[config.mk]
export PLATFORM = sky130hd
export DESIGN_NAME = msb_first_bit_packer
export DESIGN_NICKNAME = d
export VERILOG_FILES = /design/src/rtl/core/mbp_pkg.sv /design/src/rtl/core/mbp_front.sv /design/src/rtl/core/mbp_cmd_fifo.sv /design/src/rtl/core/mbp_back.sv /design/src/rtl/core/msb_first_bit_packer.sv
export SDC_FILE = /design/constraint.sdc
export NUM_CORES = 1
export LEC_CHECK = 0
export BUFFER_PORTS_ARGS = -buffer_cell sky130_fd_sc_hd__buf_2
export CAP_MARGIN = 25
export CORE_ASPECT_RATIO = 1.2
export CORE_MARGIN = 1
export CORE_UTILIZATION = 50
export CTS_CLUSTER_DIAMETER = 50
export DETAILED_ROUTE_END_ITERATION = 6
export PLACE_DENSITY = 0.77
export SYNTH_ARGS = -nofsm -noshare
export SYNTH_HDL_FRONTEND = slang
export SYNTH_SLANG_ARGS = --single-unit
export TNS_END_PERCENT = 10
[constraint.sdc]
create_clock -name aclk -period 3.5 [get_ports aclk]
set_input_delay 0.7 -clock aclk [delete_from_list [all_inputs] [get_ports aclk]]
set_output_delay 0.7 -clock aclk [all_outputs]
set_load 0.05 [all_outputs]
[src/rtl/core/mbp_pkg.sv]
// shared types, constants and helper functions for the msb-first bit packer
// no dependencies; imported by every module of the block

package mbp_pkg;

    localparam int MAX_FIELD_BITS = 32;
    localparam int VALUE_W        = 32;
    localparam int COUNT_W        = 6;
    localparam int BYTE_W         = 8;
    localparam int PEND_W         = BYTE_W - 1;
    localparam int PCNT_W         = 3;
    localparam int ACC_W          = PEND_W + VALUE_W;
    localparam int TOTAL_W        = 6;
    localparam int SAT_BITS       = (MAX_FIELD_BITS < VALUE_W) ? MAX_FIELD_BITS : VALUE_W;
    localparam int FIFO_DEPTH     = 2;
    localparam int FIFO_PTR_W     = 1;
    localparam int FIFO_CNT_W     = 2;
    localparam int S_TDATA_W      = ((COUNT_W + VALUE_W + 7) / 8) * 8;

    typedef enum logic {
        CMD_APPEND,
        CMD_FLUSH
    } cmd_kind_t;

    typedef struct packed {
        cmd_kind_t          kind;
        logic [COUNT_W-1:0] count;
        logic [VALUE_W-1:0] value;
    } cmd_t;

    typedef enum logic {
        ST_IDLE,
        ST_EMIT
    } back_state_t;

    // low n bits set, (1 << n) - 1
    function automatic logic [VALUE_W-1:0] value_mask(input logic [COUNT_W-1:0] n);
        value_mask = ~({VALUE_W{1'b1}} << n);
    endfunction

    function automatic logic [ACC_W-1:0] acc_mask(input logic [TOTAL_W-1:0] n);
        acc_mask = ~({ACC_W{1'b1}} << n);
    endfunction

endpackage

[src/rtl/core/mbp_front.sv]
// front end: takes input transactions, saturates the count, masks the value
// and turns each one into an append or flush command; uses mbp_pkg

module mbp_front (
    input  logic                           s_tvalid,
    output logic                           s_tready,
    input  logic [mbp_pkg::S_TDATA_W-1:0]  s_tdata,
    input  logic                           s_tuser,
    input  logic                           fifo_full,
    output logic                           cmd_push,
    output mbp_pkg::cmd_t                  cmd
);
    import mbp_pkg::*;

    logic [COUNT_W-1:0] raw_count;
    logic [COUNT_W-1:0] sat_count;
    logic [VALUE_W-1:0] raw_value;
    logic               is_flush;

    assign raw_count = s_tdata[COUNT_W-1:0];
    assign raw_value = s_tdata[COUNT_W +: VALUE_W];
    assign is_flush  = s_tuser;

    assign sat_count = (raw_count > COUNT_W'(SAT_BITS)) ? COUNT_W'(SAT_BITS) : raw_count;

    assign s_tready = !fifo_full;

    always_comb begin
        cmd.kind  = is_flush ? CMD_FLUSH : CMD_APPEND;
        cmd.count = sat_count;
        cmd.value = raw_value & value_mask(sat_count);
    end

    // zero-width appends change nothing, so they are dropped here
    assign cmd_push = s_tvalid && s_tready && (is_flush || (sat_count != '0));

endmodule

[src/rtl/core/mbp_cmd_fifo.sv]
// short command queue between the front and back ends
// uses mbp_pkg for the command type and depth

module mbp_cmd_fifo (
    input  logic          aclk,
    input  logic          aresetn,
    input  logic          push,
    input  mbp_pkg::cmd_t push_data,
    output logic          full,
    input  logic          pop,
    output logic          not_empty,
    output mbp_pkg::cmd_t pop_data
);
    import mbp_pkg::*;

    cmd_t                  entry_reg [FIFO_DEPTH];
    logic [FIFO_PTR_W-1:0] wr_ptr_reg, wr_ptr_next;
    logic [FIFO_PTR_W-1:0] rd_ptr_reg, rd_ptr_next;
    logic [FIFO_CNT_W-1:0] count_reg, count_next;

    assign full      = (count_reg == FIFO_CNT_W'(FIFO_DEPTH));
    assign not_empty = (count_reg != '0);
    assign pop_data  = entry_reg[rd_ptr_reg];

    always_comb begin
        wr_ptr_next = wr_ptr_reg;
        rd_ptr_next = rd_ptr_reg;
        count_next  = count_reg;
        if (push) begin
            wr_ptr_next = (wr_ptr_reg == FIFO_PTR_W'(FIFO_DEPTH - 1)) ? '0 : wr_ptr_reg + 1'b1;
        end
        if (pop) begin
            rd_ptr_next = (rd_ptr_reg == FIFO_PTR_W'(FIFO_DEPTH - 1)) ? '0 : rd_ptr_reg + 1'b1;
        end
        if (push && !pop) begin
            count_next = count_reg + FIFO_CNT_W'(1);
        end else if (pop && !push) begin
            count_next = count_reg - FIFO_CNT_W'(1);
        end
    end

    always_ff @(posedge aclk) begin
        if (!aresetn) begin
            wr_ptr_reg <= '0;
            rd_ptr_reg <= '0;
            count_reg  <= '0;
        end else begin
            wr_ptr_reg <= wr_ptr_next;
            rd_ptr_reg <= rd_ptr_next;
            count_reg  <= count_next;
        end
    end

    always_ff @(posedge aclk) begin
        if (push) begin
            entry_reg[wr_ptr_reg] <= push_data;
        end
    end

endmodule

[src/rtl/core/mbp_back.sv]
// back end: holds the partial-byte accumulator and emits one byte per cycle
// into the output register whenever it is free; uses mbp_pkg

module mbp_back (
    input  logic                        aclk,
    input  logic                        aresetn,
    input  logic                        cmd_valid,
    input  mbp_pkg::cmd_t               cmd,
    output logic                        cmd_pop,
    output logic                        m_tvalid,
    input  logic                        m_tready,
    output logic [mbp_pkg::BYTE_W-1:0]  m_tdata,
    output logic                        m_tlast
);
    import mbp_pkg::*;

    back_state_t          state_reg, state_next;
    logic [ACC_W-1:0]     acc_reg, acc_next;
    logic [TOTAL_W-1:0]   total_reg, total_next;
    logic [PEND_W-1:0]    pend_bits_reg, pend_bits_next;
    logic [PCNT_W-1:0]    pend_cnt_reg, pend_cnt_next;
    logic                 m_tvalid_reg, m_tvalid_next;
    logic [BYTE_W-1:0]    m_tdata_reg, m_tdata_next;
    logic                 m_tlast_reg, m_tlast_next;

    logic                 out_free;
    logic [ACC_W-1:0]     sum_acc;
    logic [TOTAL_W-1:0]   sum_total;
    logic [TOTAL_W-1:0]   rem;
    logic [PCNT_W:0]      pad_shift;

    assign out_free  = !m_tvalid_reg || m_tready;
    assign sum_acc   = (ACC_W'(pend_bits_reg) << cmd.count) | ACC_W'(cmd.value);
    assign sum_total = TOTAL_W'(pend_cnt_reg) + TOTAL_W'(cmd.count);
    assign rem       = total_reg - TOTAL_W'(BYTE_W);
    assign pad_shift = (PCNT_W + 1)'(BYTE_W) - {1'b0, pend_cnt_reg};

    always_ff @(posedge aclk) begin
        if (!aresetn) begin
            state_reg     <= ST_IDLE;
            pend_bits_reg <= '0;
            pend_cnt_reg  <= '0;
            m_tvalid_reg  <= 1'b0;
        end else begin
            state_reg     <= state_next;
            pend_bits_reg <= pend_bits_next;
            pend_cnt_reg  <= pend_cnt_next;
            m_tvalid_reg  <= m_tvalid_next;
        end
    end

    always_ff @(posedge aclk) begin
        acc_reg     <= acc_next;
        total_reg   <= total_next;
        m_tdata_reg <= m_tdata_next;
        m_tlast_reg <= m_tlast_next;
    end

    always_comb begin
        state_next     = state_reg;
        acc_next       = acc_reg;
        total_next     = total_reg;
        pend_bits_next = pend_bits_reg;
        pend_cnt_next  = pend_cnt_reg;
        m_tvalid_next  = m_tready ? 1'b0 : m_tvalid_reg;
        m_tdata_next   = m_tdata_reg;
        m_tlast_next   = m_tlast_reg;
        cmd_pop        = 1'b0;

        case (state_reg)
            ST_IDLE: begin
                if (cmd_valid) begin
                    cmd_pop = 1'b1;
                    if (cmd.kind == CMD_FLUSH) begin
                        // partial byte goes out top-aligned, zero below
                        if (pend_cnt_reg != '0) begin
                            acc_next   = ACC_W'(pend_bits_reg) << pad_shift;
                            total_next = TOTAL_W'(BYTE_W);
                            state_next = ST_EMIT;
                        end
                    end else if (sum_total >= TOTAL_W'(BYTE_W)) begin
                        acc_next   = sum_acc;
                        total_next = sum_total;
                        state_next = ST_EMIT;
                    end else begin
                        pend_bits_next = sum_acc[PEND_W-1:0];
                        pend_cnt_next  = sum_total[PCNT_W-1:0];
                    end
                end
            end
            ST_EMIT: begin
                if (out_free) begin
                    m_tvalid_next = 1'b1;
                    m_tdata_next  = BYTE_W'(acc_reg >> rem);
                    m_tlast_next  = (rem < TOTAL_W'(BYTE_W));
                    total_next    = rem;
                    if (rem < TOTAL_W'(BYTE_W)) begin
                        pend_bits_next = PEND_W'(acc_reg & acc_mask(rem));
                        pend_cnt_next  = rem[PCNT_W-1:0];
                        state_next     = ST_IDLE;
                    end
                end
            end
            default: begin
                state_next = ST_IDLE;
            end
        endcase
    end

    assign m_tvalid = m_tvalid_reg;
    assign m_tdata  = m_tdata_reg;
    assign m_tlast  = m_tlast_reg;

    // emitting always has at least one whole byte left in the accumulator
    a_emit_has_byte: assert property (@(posedge aclk) disable iff (!aresetn)
        (state_reg == ST_EMIT) |-> (total_reg >= TOTAL_W'(BYTE_W)))
        else $error("emit state without a whole byte");

    // buffered bits above the fill count stay clear
    a_pend_clean: assert property (@(posedge aclk) disable iff (!aresetn)
        ((ACC_W'(pend_bits_reg) & ~acc_mask(TOTAL_W'(pend_cnt_reg))) == '0))
        else $error("stale bits above pending count");

    // commands are taken only while no byte sequence is in progress
    a_pop_idle: assert property (@(posedge aclk) disable iff (!aresetn)
        cmd_pop |-> (state_reg == ST_IDLE && cmd_valid))
        else $error("command popped while emitting");

    // a flush with buffered bits ends aligned after its single byte
    a_flush_aligns: assert property (@(posedge aclk) disable iff (!aresetn)
        (cmd_pop && cmd.kind == CMD_FLUSH) |=> (pend_cnt_reg == '0 || state_reg == ST_EMIT))
        else $error("flush left the stream unaligned");

endmodule

[src/rtl/core/msb_first_bit_packer.sv]
// msb-first bit packer: appends 0..32 bit fields to a byte stream
// a byte reaches m_tvalid through the command queue, the accumulator and the output register
// an item giving bytes is loaded into the accumulator, then sends one byte per cycle through
// the output register while that is free; the next item is not taken until its last byte is out
// a two-entry command queue lets the input side keep accepting while bytes drain
// reset: aresetn synchronous active low; clears the queue, pending bits and output valid

module msb_first_bit_packer (
    input  logic                           aclk,
    input  logic                           aresetn,
    // input channel
    input  logic                           s_tvalid,
    output logic                           s_tready,
    input  logic [mbp_pkg::S_TDATA_W-1:0]  s_tdata,   // bit_count[5:0], field_value[37:6], zero pad
    input  logic                           s_tuser,   // action: 0 append, 1 flush and byte-align
    // result channel
    output logic                           m_tvalid,
    input  logic                           m_tready,
    output logic [mbp_pkg::BYTE_W-1:0]     m_tdata,   // out_byte[7:0], first stream bit in bit 7
    output logic                           m_tlast    // last byte caused by one input transaction
);
    import mbp_pkg::*;

    // front to queue
    logic cmd_push;
    cmd_t push_cmd;
    logic fifo_full;

    // queue to back
    logic cmd_valid;
    logic cmd_pop;
    cmd_t head_cmd;

    // classify and normalize each input transaction
    mbp_front u_front (
        .s_tvalid  (s_tvalid),
        .s_tready  (s_tready),
        .s_tdata   (s_tdata),
        .s_tuser   (s_tuser),
        .fifo_full (fifo_full),
        .cmd_push  (cmd_push),
        .cmd       (push_cmd)
    );

    // decouples input acceptance from byte emission
    mbp_cmd_fifo u_cmd_fifo (
        .aclk      (aclk),
        .aresetn   (aresetn),
        .push      (cmd_push),
        .push_data (push_cmd),
        .full      (fifo_full),
        .pop       (cmd_pop),
        .not_empty (cmd_valid),
        .pop_data  (head_cmd)
    );

    // accumulator and byte emitter with registered output
    mbp_back u_back (
        .aclk      (aclk),
        .aresetn   (aresetn),
        .cmd_valid (cmd_valid),
        .cmd       (head_cmd),
        .cmd_pop   (cmd_pop),
        .m_tvalid  (m_tvalid),
        .m_tready  (m_tready),
        .m_tdata   (m_tdata),
        .m_tlast   (m_tlast)
    );

endmodule

* Yosys cells after proc, flatten, opt, wreduce, memory -nomap -nowiden
Memories as Yosys holds them, arrays and structs flattened. A register that Yosys moved wholly into a read port is not among the register bits.
Index checks and enable logic that the tools add are counted.
** Operators by class
- $add $sub $neg :: 7
- $lt $le $gt $ge :: 3
- Equality and inequality tests :: 9
- Shift operators :: 5
- Muxes and demuxes :: 43
- Bitwise operators :: 6
- Reductions and logical operators :: 19
** Operators by type and width (count)
- two-way mux 39 bit :: 3
- bitwise OR 39 x 32 -> 39 bit :: 1
- left shift 39 x 6 -> 7 bit, first input constant :: 1
- left shift 7 x 4 -> 39 bit :: 1
- left shift 7 x 6 -> 39 bit :: 1
- right shift 39 x 6 -> 8 bit :: 1
- two-way mux 6 bit :: 6
- two-way mux 7 bit :: 5
- bitwise AND 32 bit :: 1
- inverter 32 bit :: 1
- left shift 32 x 6 -> 32 bit, first input constant :: 1
- two-way mux 1 bit :: 18
- two-way mux 3 bit :: 5
- case mux 7 bit (2 select lines) :: 1
- case mux 6 bit (2 select lines) :: 1
- != test 2 bit, second input constant :: 5
- AND reduction 4 bit :: 2
- bitwise AND 7 bit :: 1
- inverter 7 bit :: 1
- adder 3 x 6 -> 6 bit :: 1
- greater-or-equal comparator 6 x 4 -> 1 bit, second input constant :: 1
- greater-than comparator 6 bit, second input constant :: 1
- less-than comparator 6 x 4 -> 1 bit, second input constant :: 1
- != test 3 x 2 -> 1 bit, second input constant :: 2
- 19 further kinds :: 30
** Word-level totals
- Register bits after elaboration :: 70
- Bits in writable memories :: 78
- Input bits :: 45
- Output and inout port bits :: 11
- Word-level logic and storage cells :: 104
- Memories kept :: 1
** Memories
- u_cmd_fifo.entry_reg :: words 2, bits a word 39, rd ports 1, clocked after memory_dff 1, write ports 1, RTL line mbp_cmd_fifo.sv:16 : cmd_t entry_reg [FIFO_DEPTH];

* Longest topological paths before layout
- Depth after elaboration :: 9
- Depth in mapped cells :: 13
- Depth with buffers taken out :: 11

* Hierarchy
A second synthesis with hierarchy kept.
** Unflattened totals
- Cell total of the unflattened synthesis :: 823
- Area, all modules :: 9122.5 µm²
** By module, submodules not included
- mbp_back :: times used 1, cells an instance 591, area an instance 5536.6 µm², seq. area each 1861.8 µm²
- mbp_cmd_fifo :: times used 1, cells an instance 143, area an instance 3031.7 µm², seq. area each 2442.3 µm²
- mbp_front :: times used 1, cells an instance 89, area an instance 554.3 µm², seq. area each 0.0 µm²

* Least setup slack after synthesis
No wires, ideal clock.
- Kind :: input-to-reg
- Start :: in s_tdata[5] in the netlist's numbering
- End :: mem u_cmd_fifo.entry_reg[0][0] in the netlist's numbering (enable)
- Setup time :: 0.437 ns
- Data arrival time :: 2.945 ns
- Data required time :: 3.063 ns
- Setup slack :: 0.118 ns
- Cell stages on the path :: 5
- Buffers on the path :: 1
- Cell sequence :: clkbuf_1 -> nor2_1 -> nand3_1 -> o211ai_1 -> nor2_1
** Between the ends
- Cells in the longest elaborated chain, start to end :: 7
** Ends and longest elaborated chain
- start: declaration :: RTL line msb_first_bit_packer.sv:14 : input logic [mbp_pkg::S_TDATA_W-1:0] s_tdata,
- greater-than comparator 6 bit :: RTL line mbp_front.sv:24 : assign sat_count = (raw_count > COUNT_W'(SAT_BITS)) ? COUNT_W'(SAT_BITS) : raw_count;
- two-way mux 6 bit (*) :: RTL line mbp_front.sv:24
- nonzero test 6 bit (*) :: RTL line mbp_front.sv:35 : assign cmd_push = s_tvalid && s_tready && (is_flush || (sat_count != '0));
- logical OR 1 bit (*) :: RTL line mbp_front.sv:35
- logical AND 1 bit (*) :: RTL line mbp_front.sv:35
- two-way mux 1 bit (*) :: RTL line mbp_cmd_fifo.sv:55 : if (push) begin
- two-way mux 1 bit (implied by the code) (*) :: RTL line mbp_cmd_fifo.sv:56 : entry_reg[wr_ptr_reg] <= push_data;
- end: declaration :: RTL line mbp_cmd_fifo.sv:16
Every way passes the cells marked *; elsewhere a longest branch is shown, timed or not.

==> metrics.yaml <==
leakagePower_nw: 3.638
cts-hold-fix-buffers: 0
max_cap_viol_count: 0
cp.required_ns: 3.81
grt_max_degree: 49
status: "complete, no violations"
drt_iter0_markers: 642
cp-end-kind: "flip-flop"
rsz0062_at_grt: "false"
final_util_pct: 57.49
cp_max_fo: 19
drc_errors: 0
post_cts_resize_count: 0
ctsRootBufferMaster: "clkbuf_16"
postRouteAntennaNets: 0
slew_headroom_pct: 44.95
yosysSeqAreaShare_pct: 47.75
cp_top_family: "compound AO/OA/AOI/OAI gates"
finalClockSkew_ns: 0.01306
syn_inst: 822
p_total_mw: 8.805
crit_type: "flip-flop to flip-flop"
cp_slowest_cell: "fa_1"
vias_per_cell: 6.333
postCtsSetupBuffers: 0
io_buffer_count: 53
fillers: 1453
wl_per_cell_um: 20.94
irDropWorstVdd_uv: 372.4
grt_usage_pct: 25.51
cts_buffers: 17
rows: 53
clkTransAtPathRegs_ns: 0.06
die_w_um: 124.6
largest_reg_flops: 78
place_hpwl_um: 16890
finalSetupTns_ns: 0
final-setup-viol-count: 0
synthArstFlopShare_pct: 0
diodes: 0
grt_pass1_vias: 6731
synth_area_um2: 9014
detail_route.first_pass.iterations: 5
hold_violations: 0
drive_gt1_share_pct: 20.60
cp-start-kind: "flip-flop"
synth_edf_count: 132
cp_common_cell: "inv_1"
period_share_pct: 91.65
synth_flop_cell: "edfxtp_1"
seq_area_um2: 4305
antenna_found_initial: 0
cp_slowest_stage_delay_ns: 0.45
multi_input_area_um2: 4358
cts_sinks: 149
routed_wl_um: 22800
yosys_warnings: 0
start_util_pct: 51.29
area_growth_pct: 12.09
grt_pass1_wl_um: 36220
tightestPinTransition_ns: 0.8195
design.core.area_um2: 17570
p_per_area_nw_per_um2: 871.5
hp-class: "input port to flip-flop"
synthDistinctLibCells: 74
crit_arrival_ns: 3.51
nets: 911
num_vias: 6897
syn-num-nets: 875
clk_latency_ns: 0.43
die_area_um2: 18570
grt_overflow: 0
crit_buf_inv: 2
chipHeight_um: 149.1
syn_area_per_cell_um2: 10.97
path_cells: "mux2i_4 -> inv_1 -> ha_1 -> inv_1 -> fa_1 -> nor2b_1 -> nor2_1 -> a2111o_1 -> a21boi_4 -> o21ai_1 -> o221a_1"
io_pins: 56
slew_violations: 0
h-tree-depth: 4
place_congestion: 0.9835
period_needed_ns: 3.208
cts_tree: "yes"
cts_buffer_depth: 2
synth_seq_cells: 149
fmax_ghz: 0.3117
## per-layer routing
| layer | share of wire, % | track usage (%) | wire length, um | vias to the layer above |
|---|---|---|---|---|
| met5 | 0 | 0 | 0 | - |
| met4 | 4.5 | 14.94 | 1037 | 0 |
| met3 | 5.2 | 3.802 | 1192 | 72 |
| met1 | 40 | 30.89 | 9041 | 3309 |
| met2 | 51 | 43.48 | 11530 | 314 |
| li1 | - | - | - | 3202 |
## cell usage after synthesis (5+ instances only)
library cell | instances | area [um^2]
a211oi_1 | 5 | 37.54
a21boi_0 | 19 | 142.6
a21oi_1 | 36 | 180.2
a22oi_1 | 9 | 67.56
a31oi_1 | 9 | 56.30
and2_1 | 9 | 56.30
and3_1 | 7 | 43.79
buf_2 | 14 | 70.07
clkbuf_1 | 43 | 161.4
dfxtp_1 | 17 | 340.3
edfxtp_1 | 132 | 3964
ha_1 | 7 | 87.58
inv_1 | 18 | 67.56
mux2_2 | 24 | 270.3
mux2i_1 | 62 | 620.6
mux4_2 | 28 | 630.6
nand2_1 | 96 | 360.4
nand2b_1 | 6 | 37.54
nand3_1 | 27 | 135.1
nor2_1 | 52 | 195.2
nor2b_1 | 19 | 118.9
nor3_1 | 5 | 25.02
o211a_1 | 6 | 60.06
o211ai_1 | 6 | 45.04
o21a_1 | 6 | 45.04
o21ai_0 | 51 | 255.2
o21ai_1 | 6 | 30.03
o221ai_1 | 7 | 61.31
o22ai_1 | 9 | 56.30
o31ai_1 | 8 | 60.06
or3_1 | 5 | 31.28
## final cells by class
type | count | area share, %
clock inverter | 13 | 1.585
timing repair buffer | 81 | 4.954
sequential | 149 | 42.61
multi-input combinational | 588 | 43.13
tap | 220 | 2.724
inverter | 21 | 0.7802
clock buffer | 17 | 4.211
## where the power goes
part	internal [mW]	leakage (nW)	total, mW	switching, mW
combinational	1.59	1.98	4.05	2.47
clock	1.11	0.275	1.82	0.714
sequential	2.57	1.39	2.93	0.362
total	5.26	3.64	8.81	3.54
## cell usage in the layout, fill, tap and decap left out, types with 5 or more instances in the layout
master | synthesis | final
a21boi_0 | 19 | 19
o211a_1 | 6 | 6
nand3_1 | 27 | 27
nor2b_1 | 19 | 19
dfxtp_1 | 17 | 16
o21ai_1 | 6 | 6
inv_1 | 18 | 18
clkbuf_16 | 0 | 17
nand2_1 | 96 | 96
nor2_1 | 52 | 50
mux2_2 | 24 | 24
edfxtp_1 | 132 | 132
o21a_1 | 6 | 6
and2_1 | 9 | 9
o22ai_1 | 9 | 9
a211oi_1 | 5 | 5
a22oi_1 | 9 | 9
mux4_2 | 28 | 28
a31oi_1 | 9 | 9
buf_2 | 14 | 53
and3_1 | 7 | 7
or3_1 | 5 | 5
ha_1 | 7 | 7
o31ai_1 | 8 | 8
nor3_1 | 5 | 5
buf_4 | 1 | 26
o221ai_1 | 7 | 7
o211ai_1 | 6 | 6
nand2b_1 | 6 | 6
mux2i_1 | 62 | 61
o21ai_0 | 51 | 51
a21oi_1 | 36 | 36
## logic make-up (layout without fill, tap and decap cells)
family / after synthesis / after routing / synth area share (%)
compound gates: 220 / 220 / 16.67
xor+xnor: 7 / 7 / 0.6802
fa+ha+maj: 8 / 8 / 1.194
buf+inv: 85 / 132 / 4.109
flops: 149 / 149 / 47.75
mux: 117 / 117 / 17.53
simple gates: 236 / 236 / 12.06
## stage by stage
step                      setup slack, ns  cell area [um^2]  cells  hold WS [ns]
after detailed placement           0.3924              9518   1059        0.4948
after CTS                          0.3391             10100   1089        0.4682
after floorplan                    0.1184              9014    822        0.4584
after global routing               0.1243             10100   1089        0.4694
after global placement             0.4552              9498   1058        0.4791
final                              0.2923             10100   1089        0.4831
## worst paths after layout
kind / startpoint / to / slack [ns] / depth (start not counted)
setup / recovery: flip-flop / u_back.pend_bits_reg[6] / 0.29 / 11
hold / removal: s_tuser / u_cmd_fifo.entry_reg[0][38] / 0.48 / 1
setup reg to reg: flip-flop / u_back.pend_bits_reg[6] / 0.29 / 11
hold reg to reg: u_back.pend_cnt_reg[1] / u_back.pend_cnt_reg[1] / 0.50 / 2
(Power assumes the default switching activity.)
